===== src/rtl/core/lss_pkg.sv =====
// Shared types and codes for the byte-wide LIFO stack with search.
`timescale 1ns / 1ps

package lss_pkg;

	localparam int unsigned DATA_W = 8;
	localparam int unsigned POS_W  = 6;
	localparam int unsigned FILL_W = 7;

	typedef enum logic [2:0] {
		KIND_PUSH    = 3'd0,
		KIND_POP     = 3'd1,
		KIND_PEEK    = 3'd2,
		KIND_REPLACE = 3'd3,
		KIND_CLEAR   = 3'd4,
		KIND_SEARCH  = 3'd5,
		KIND_MEDIAN  = 3'd6,
		KIND_STATUS  = 3'd7
	} kind_t;

	typedef enum logic [1:0] {
		ERR_NONE  = 2'd0,
		ERR_EMPTY = 2'd1,
		ERR_FULL  = 2'd2
	} err_t;

	typedef enum logic [1:0] {
		ST_IDLE,
		ST_READ,
		ST_SCAN,
		ST_DONE
	} state_t;

	typedef struct packed {
		kind_t               kind;
		logic [DATA_W-1:0]   value;
	} cmd_t;

	typedef struct packed {
		logic [DATA_W-1:0]   item;
		logic [POS_W-1:0]    position;
		logic                found;
		logic [FILL_W-1:0]   fill_count;
		logic                empty_flag;
		logic                full_flag;
		err_t                error_code;
	} rsp_t;

endpackage


===== src/rtl/core/lss_mem.sv =====
// Stack storage: one write port and one read port with registered read data.
`timescale 1ns / 1ps

module lss_mem #(
	parameter int unsigned DEPTH = 64,
	parameter int unsigned AW    = 6
) (
	input  logic                      clk,
	input  logic                      we,
	input  logic [AW-1:0]             waddr,
	input  logic [lss_pkg::DATA_W-1:0] wdata,
	input  logic [AW-1:0]             raddr,
	output logic [lss_pkg::DATA_W-1:0] rdata
);
	import lss_pkg::*;

	logic [DATA_W-1:0] mem_q [DEPTH];

	always_ff @(posedge clk) begin
		if (we) begin
			mem_q[waddr] <= wdata;
		end
	end

	always_ff @(posedge clk) begin
		rdata <= mem_q[raddr];
	end

endmodule


===== src/rtl/core/lss_ctrl.sv =====
// Command sequencer: fill level, memory access, search scan and result build.
`timescale 1ns / 1ps

module lss_ctrl #(
	parameter int unsigned DEPTH = 64,
	parameter int unsigned AW    = 6,
	parameter int unsigned CW    = 7
) (
	input  logic                       clk,
	input  logic                       arst_n,
	input  logic                       cmd_valid,
	output logic                       cmd_ready,
	input  lss_pkg::cmd_t              cmd,
	output logic                       res_valid,
	input  logic                       res_ready,
	output lss_pkg::rsp_t              res,
	output logic                       mem_we,
	output logic [AW-1:0]              mem_waddr,
	output logic [lss_pkg::DATA_W-1:0] mem_wdata,
	output logic [AW-1:0]              mem_raddr,
	input  logic [lss_pkg::DATA_W-1:0] mem_rdata
);
	import lss_pkg::*;

	state_t            state_q, state_d;
	logic [CW-1:0]     cnt_q, cnt_d;
	logic [AW-1:0]     idx_q;
	logic [DATA_W-1:0] key_q;
	rsp_t              res_q, res_d;

	logic              accept;
	logic              is_empty;
	logic              is_full;
	logic [CW-1:0]     cnt_m1;
	logic [CW-1:0]     cnt_half;
	logic              match;
	logic              scan_last;
	err_t              err;

	assign is_empty  = (cnt_q == '0);
	assign is_full   = (cnt_q == CW'(DEPTH));
	assign cnt_m1    = cnt_q - CW'(1);
	assign cnt_half  = cnt_q >> 1;
	assign match     = (mem_rdata == key_q);
	assign scan_last = (idx_q == '0);

	assign cmd_ready = (state_q == ST_IDLE) || ((state_q == ST_DONE) && res_ready);
	assign accept    = cmd_valid && cmd_ready;
	assign res_valid = (state_q == ST_DONE);
	assign res       = res_q;

	always_ff @(posedge clk or negedge arst_n) begin
		if (!arst_n) begin
			state_q <= ST_IDLE;
			cnt_q   <= '0;
		end else begin
			state_q <= state_d;
			cnt_q   <= cnt_d;
		end
	end

	always_comb begin
		state_d   = state_q;
		cnt_d     = cnt_q;
		err       = ERR_NONE;
		mem_we    = 1'b0;
		mem_waddr = cnt_q[AW-1:0];
		mem_wdata = cmd.value;
		mem_raddr = cnt_m1[AW-1:0];

		unique case (state_q)
			ST_IDLE, ST_DONE: begin
				if (state_q == ST_DONE && res_ready) begin
					state_d = ST_IDLE;
				end
				if (accept) begin
					state_d = ST_DONE;
					unique case (cmd.kind)
						KIND_PUSH: begin
							if (is_full) begin
								err = ERR_FULL;
							end else begin
								mem_we = 1'b1;
								cnt_d  = cnt_q + CW'(1);
							end
						end
						KIND_POP: begin
							if (is_empty) begin
								err = ERR_EMPTY;
							end else begin
								cnt_d   = cnt_m1;
								state_d = ST_READ;
							end
						end
						KIND_PEEK: begin
							if (is_empty) begin
								err = ERR_EMPTY;
							end else begin
								state_d = ST_READ;
							end
						end
						KIND_REPLACE: begin
							mem_we = 1'b1;
							if (is_empty) begin
								err       = ERR_EMPTY;
								mem_waddr = '0;
								cnt_d     = CW'(1);
							end else begin
								mem_waddr = cnt_m1[AW-1:0];
							end
						end
						KIND_CLEAR: begin
							cnt_d = '0;
						end
						KIND_SEARCH: begin
							if (!is_empty) begin
								state_d = ST_SCAN;
							end
						end
						KIND_MEDIAN: begin
							mem_raddr = cnt_half[AW-1:0];
							if (is_empty) begin
								err = ERR_EMPTY;
							end else begin
								state_d = ST_READ;
							end
						end
						KIND_STATUS: begin
						end
						default: begin
						end
					endcase
				end
			end
			ST_READ: begin
				state_d = ST_DONE;
			end
			ST_SCAN: begin
				// The entry at idx_q is on the read port now; fetch the one below it.
				mem_raddr = idx_q - AW'(1);
				if (match || scan_last) begin
					state_d = ST_DONE;
				end
			end
			default: begin
				state_d = ST_IDLE;
			end
		endcase
	end

	always_comb begin
		res_d            = '0;
		res_d.fill_count = FILL_W'(cnt_d);
		res_d.empty_flag = (cnt_d == '0);
		res_d.full_flag  = (cnt_d == CW'(DEPTH));
		res_d.error_code = err;
	end

	// Writes happen only at the edge that takes a command and reads are
	// issued at that edge or later, so a read never meets a pending write.
	always_ff @(posedge clk) begin
		if (accept) begin
			res_q <= res_d;
			idx_q <= cnt_m1[AW-1:0];
			key_q <= cmd.value;
		end else if (state_q == ST_READ) begin
			res_q.item <= mem_rdata;
		end else if (state_q == ST_SCAN) begin
			idx_q <= idx_q - AW'(1);
			if (match) begin
				res_q.found    <= 1'b1;
				res_q.position <= POS_W'(idx_q);
			end
		end
	end

endmodule


===== src/rtl/core/lifo_stack_with_search.sv =====
// Top level of the byte-wide LIFO stack with search and its output register.
//
//   Channel  Handshake              Payload  Direction
//   cmd      cmd_valid / cmd_ready  cmd_t    in
//   rsp      rsp_valid / rsp_ready  rsp_t    out
//
// Push, replace, clear, status, any rejected command and a search of an empty stack
// go straight to the result state; while results are taken they can follow back to back.
// Pop, peek and median pass through ST_READ for the registered memory read.
// Search scans the entries from the top down through the single read port, one
// entry a cycle, stopping at the first match or after the bottom entry.
// Reset empties the stack at once; the storage itself is never cleared.
// A stalled result waits in the output register while the next item is taken.
`timescale 1ns / 1ps

module lifo_stack_with_search #(
	parameter int unsigned DEPTH = 64
) (
	input  logic          clk,
	input  logic          arst_n,
	input  logic          cmd_valid,
	output logic          cmd_ready,
	input  lss_pkg::cmd_t cmd,
	output logic          rsp_valid,
	input  logic          rsp_ready,
	output lss_pkg::rsp_t rsp
);
	import lss_pkg::*;

	localparam int unsigned AW = (DEPTH > 1) ? $clog2(DEPTH) : 1;
	localparam int unsigned CW = $clog2(DEPTH + 1);

	logic              res_valid;
	logic              res_ready;
	rsp_t              res;
	logic              mem_we;
	logic [AW-1:0]     mem_waddr;
	logic [DATA_W-1:0] mem_wdata;
	logic [AW-1:0]     mem_raddr;
	logic [DATA_W-1:0] mem_rdata;

	logic              out_valid_q;
	rsp_t              out_q;

	lss_ctrl #(
		.DEPTH (DEPTH),
		.AW    (AW),
		.CW    (CW)
	) u_ctrl (
		.clk       (clk),
		.arst_n    (arst_n),
		.cmd_valid (cmd_valid),
		.cmd_ready (cmd_ready),
		.cmd       (cmd),
		.res_valid (res_valid),
		.res_ready (res_ready),
		.res       (res),
		.mem_we    (mem_we),
		.mem_waddr (mem_waddr),
		.mem_wdata (mem_wdata),
		.mem_raddr (mem_raddr),
		.mem_rdata (mem_rdata)
	);

	lss_mem #(
		.DEPTH (DEPTH),
		.AW    (AW)
	) u_mem (
		.clk   (clk),
		.we    (mem_we),
		.waddr (mem_waddr),
		.wdata (mem_wdata),
		.raddr (mem_raddr),
		.rdata (mem_rdata)
	);

	assign res_ready = !out_valid_q || rsp_ready;

	always_ff @(posedge clk or negedge arst_n) begin
		if (!arst_n) begin
			out_valid_q <= 1'b0;
		end else if (res_ready) begin
			out_valid_q <= res_valid;
		end
	end

	always_ff @(posedge clk) begin
		if (res_ready && res_valid) begin
			out_q <= res;
		end
	end

	assign rsp_valid = out_valid_q;
	assign rsp       = out_q;

`ifndef ASSERT_OFF
	a_flags_exclusive: assert property (@(posedge clk) disable iff (!arst_n)
		rsp_valid |-> !(rsp.empty_flag && rsp.full_flag))
		else $error("empty and full reported together");

	a_full_reject: assert property (@(posedge clk) disable iff (!arst_n)
		(rsp_valid && rsp.error_code == ERR_FULL) |-> rsp.full_flag)
		else $error("push rejected while the stack was not full");

	a_found_clean: assert property (@(posedge clk) disable iff (!arst_n)
		(rsp_valid && rsp.found) |-> (rsp.error_code == ERR_NONE && !rsp.empty_flag))
		else $error("search match reported with an error or an empty stack");

	a_result_kept: assert property (@(posedge clk) disable iff (!arst_n)
		(res_valid && !res_ready) |=> res_valid)
		else $error("result dropped while the output register was occupied");
`endif

endmodule


===== config.mk =====
export PLATFORM = sky130hd
export DESIGN_NAME = lifo_stack_with_search
export DESIGN_NICKNAME = d
export VERILOG_FILES = /design/src/rtl/core/lss_pkg.sv /design/src/rtl/core/lss_mem.sv /design/src/rtl/core/lss_ctrl.sv /design/src/rtl/core/lifo_stack_with_search.sv
export SDC_FILE = /design/constraint.sdc
export NUM_CORES = 1
export LEC_CHECK = 0
export ABC_AREA = 0
export BUFFER_PORTS_ARGS = -buffer_cell sky130_fd_sc_hd__buf_2
export CELL_PAD_IN_SITES_DETAIL_PLACEMENT = 2
export CELL_PAD_IN_SITES_GLOBAL_PLACEMENT = 2
export CORE_MARGIN = 2
export CORE_UTILIZATION = 44
export CTS_CLUSTER_SIZE = 30
export DETAILED_ROUTE_END_ITERATION = 10
export PLACE_DENSITY_LB_ADDON = 0.1
export SLEW_MARGIN = 20
export SYNTH_ARGS = -nofsm -noshare
export SYNTH_HDL_FRONTEND = slang
export SYNTH_HIERARCHICAL = 1
export SYNTH_SLANG_ARGS = --single-unit

===== constraint.sdc =====
create_clock -name clk -period 3.6 [get_ports clk]
set_clock_uncertainty 0.2 [all_clocks]
set_input_delay 0.18 -clock clk [delete_from_list [all_inputs] [get_ports clk]]
set_output_delay 0.18 -clock clk [all_outputs]
set_load 0.005 [all_outputs]

==> impl_metrics.env <==
export IMPL_crit_fanout=8
export IMPL_synth_edff_count=563
export IMPL_maxCapViolCount=0
export IMPL_place_area_sq_um=26280
export IMPL_crit_chain="inv_2 -> ha_1 -> a21o_1 -> nand2_2 -> nor3_4 -> buf_4 -> buf_4 -> mux2i_4 -> o22ai_4 -> buf_12 -> mux4_2 -> mux2_2 -> o221a_2 -> nor3_1 -> buf_4 -> o32ai_2"
export IMPL_synth_compound_area_share_pct=3.451
export IMPL_violations="setup timing"
export IMPL_dpl_worst_slack_ns=-0.4255
export IMPL_critPathMaxStageDelay_ns=0.42
export IMPL_antenna_found_initial=0
export IMPL_grt_pass1_vias=14620
export IMPL_worst_pin_slew_ns=1.091
export IMPL_r2r_cells=16
export IMPL_clock_fmax_mhz=270.4
export IMPL_drc=0
export IMPL_synth_top_family_by_area="multiplexers"
export IMPL_synth_async_sr_flop_share_pct=1.678
export IMPL_cts_buffers=67
export IMPL_ys_flop_type="edfxtp_1"
export IMPL_start_util_pct=44.37
export IMPL_rsz0062_at_grt="yes"
export IMPL_drive_above_1_share_pct=35.69
export IMPL_area_delta_synth_final_pct=21.44
export IMPL_dieArea_sq_um=55930
export IMPL_insertedDiodeCount=0
export IMPL_ys_ff_latch=596
export IMPL_hold_viol=0
export IMPL_ys_warn_count=6
export IMPL_synthTopCellsByArea="edfxtp_1, mux4_2, dfxtp_1"
export IMPL_hold_slack_ns=0.02717
export IMPL_root_buffer="clkbuf_16"
export IMPL_r2r_start="u_ctrl/state_q[0]$_DFFE_PN0P_"
export IMPL_grt_pass1_wl_um=105100
export IMPL_crit_buf_inv=5
export IMPL_min_period_ns=3.699
export IMPL_required_ns=3.87
export IMPL_postRouteAntennaNets=0
export IMPL_core_sq_um=53600
export IMPL_rows=85
export IMPL_synth_cells=1252
export IMPL_netlist_area_sq_um=23780
export IMPL_vias=13380
export IMPL_fin_nets=1540
export IMPL_chipHeight_um=236.5
export IMPL_io_pins=43
export IMPL_synth_simple_area_share_pct=5.056
export IMPL_path_common_cell="buf_4"
export IMPL_cp_endpoint="u_mem/rdata[6]$_DFF_P_"
export IMPL_cts_max_path_buffers=3
export IMPL_cts_sinks=596
export IMPL_worst_setup_path_end_kind="flop"
export IMPL_grt_max_degree=52
export IMPL_clk_latency_ns=0.61
export IMPL_setup_worst_path_start_class="flop"
export IMPL_critPathArrivalTime_ns=3.97
export IMPL_die_w_um=236.5
export IMPL_htreeDepth=3
export IMPL_via_per_inst=5.907
export IMPL_wl_per_cell_um=31.68
export IMPL_r2r_setup_slack_ns=-0.1
export IMPL_cts_tree="yes"
export IMPL_startpoint="u_ctrl/state_q[0]$_DFFE_PN0P_"
export IMPL_drtPass1Iterations=5
export IMPL_synthXorXnorAreaFrac_pct=0.6997
export IMPL_max_slew_margin_rel_pct=27.30
export IMPL_synth_mux_area_share_pct=14.27
export IMPL_first_iter_violations=1134
export IMPL_worstSetupPathDepth=16
export IMPL_post_route_period_util_pct=102.7
export IMPL_synth_fp_nets=1275
export IMPL_slowest_stage="dfrtp_1"
export IMPL_grt_ovfl_total=0
export IMPL_mostFrequentLayoutCells="edfxtp_1, buf_4, mux4_2"
export IMPL_routabilityCongestion=0.8030
export IMPL_grt_usage_pct=26.29
export IMPL_syn_area_per_cell_sq_um=19.00
export IMPL_clk_pin_slew_ns=0.06
export IMPL_ys_seq_area_share_pct=74.07
export IMPL_critPathTopFamily="multiplexers"
export IMPL_reg2reg_to="u_mem/rdata[6]$_DFF_P_"
export IMPL_setup_ws_ns=-0.09891
export IMPL_status="finished, violations left"
export IMPL_finalSetupViolations=6
export IMPL_port_buffers=42
export IMPL_drv_slew=0
export IMPL_synth_cell_types=67
export IMPL_place_hpwl_um=47230
export IMPL_layout_commonest_cell="edfxtp_1"
export IMPL_hold_class="in2reg"
export IMPL_crit_type="reg2reg"
export IMPL_post_route_cell_area_sq_um=28880
export IMPL_utilization_pct=53.89
export IMPL_wl_um=71760
export IMPL_synth_fa_ha_area_share_pct=0.4209
export IMPL_synth_largest_area_cell="edfxtp_1"
export IMPL_yosysTopAreaCellShare_pct=71.08
-- cell usage after synthesis, types with 15 or more instances --
master    count
o21ai_0      15
buf_4        21
nand3_1      16
mux2i_1      41
nand2_1      35
nor2_1      114
dfxtp_1      23
o22ai_1      16
edfxtp_1    563
nor2b_1      15
clkbuf_1     29
mux4_2      126
-- sequential cells by signal, summed over array words and instances (netlist names) --
signal	cells
u_mem/mem_q	512
u_ctrl/key_q	8
u_ctrl/state_q	2
rsp	26
u_ctrl/idx_q	6
u_ctrl/cnt_q	7
rsp_valid	1
u_mem/rdata	8
u_ctrl/res	26
-- repair_timing --
action,CTS,global route
buffers inserted,7,2
setup endpoints to repair,265,389
endpoints found under the hold margin,74,45
cloned,1,0
gates resized for setup,41,27
hold buffers,10,1
pin swaps,8,3
-- routing by layer --
layer / up-vias / wire length [um] / global-route usage, %
met5: - / 0 / 0
met3: 102 / 2894 / 4.348
met2: 363 / 36440 / 44.75
met4: 0 / 1819 / 7.288
met1: 7293 / 30600 / 35.24
li1: 5622 / - / -
-- worst min-delay path by stage --
stage | start | to | depth (start not counted) | slack, ns
finish | cmd[7] | u_mem/mem_q[41][7]$_DFFE_PP_ | 1 | 0.03
global placement | arst_n | u_ctrl/cnt_q[2]$_DFF_PN0_ | 1 | -0.12
floorplan | arst_n | rsp_valid$_DFFE_PN0P_ | 0 | -0.32
global route | cmd[7] | u_mem/mem_q[41][7]$_DFFE_PP_ | 1 | 0.03
CTS | cmd[3] | u_mem/mem_q[11][3]$_DFFE_PP_ | 1 | 0.02
detailed placement | arst_n | u_ctrl/cnt_q[2]$_DFF_PN0_ | 1 | -0.12
-- logic make-up (layout without fill, tap and decap cells) --
| logic type | after synthesis | in the layout |
|---|---|---|
| xor gates and xnor gates | 19 | 19 |
| and+or+nand+nor | 250 | 250 |
| muxes | 180 | 180 |
| AOI/OAI and AO/OA | 114 | 114 |
| DFF | 596 | 596 |
| adders and majority gates | 8 | 8 |
| buffers and inverters | 85 | 402 |
-- layout make-up --
type	count	area [sq um]
Inverter	11	41.29
Multi-Input combinational cell	571	6037
Timing Repair Buffer	270	2223
Clock inverter	33	267.8
Clock buffer	88	1827
Tap cell	696	870.8
Fill cell	4609	24720
Sequential cell	596	17620
-- stage by stage --
| step | std cells | setup TNS (ns) |
|---|---|---|
| after global placement | 2124 | -0.4224 |
| final | 2265 | -0.2796 |
| after detailed placement | 2124 | -6.071 |
| after CTS | 2263 | -0.03054 |
| after floorplan | 1252 | -1.134 |
| after global routing | 2265 | -1.649 |
Power is left out: the tool's default activity adds up to more than one toggle a clock period on the data nets, which glitch-free logic cannot reach.
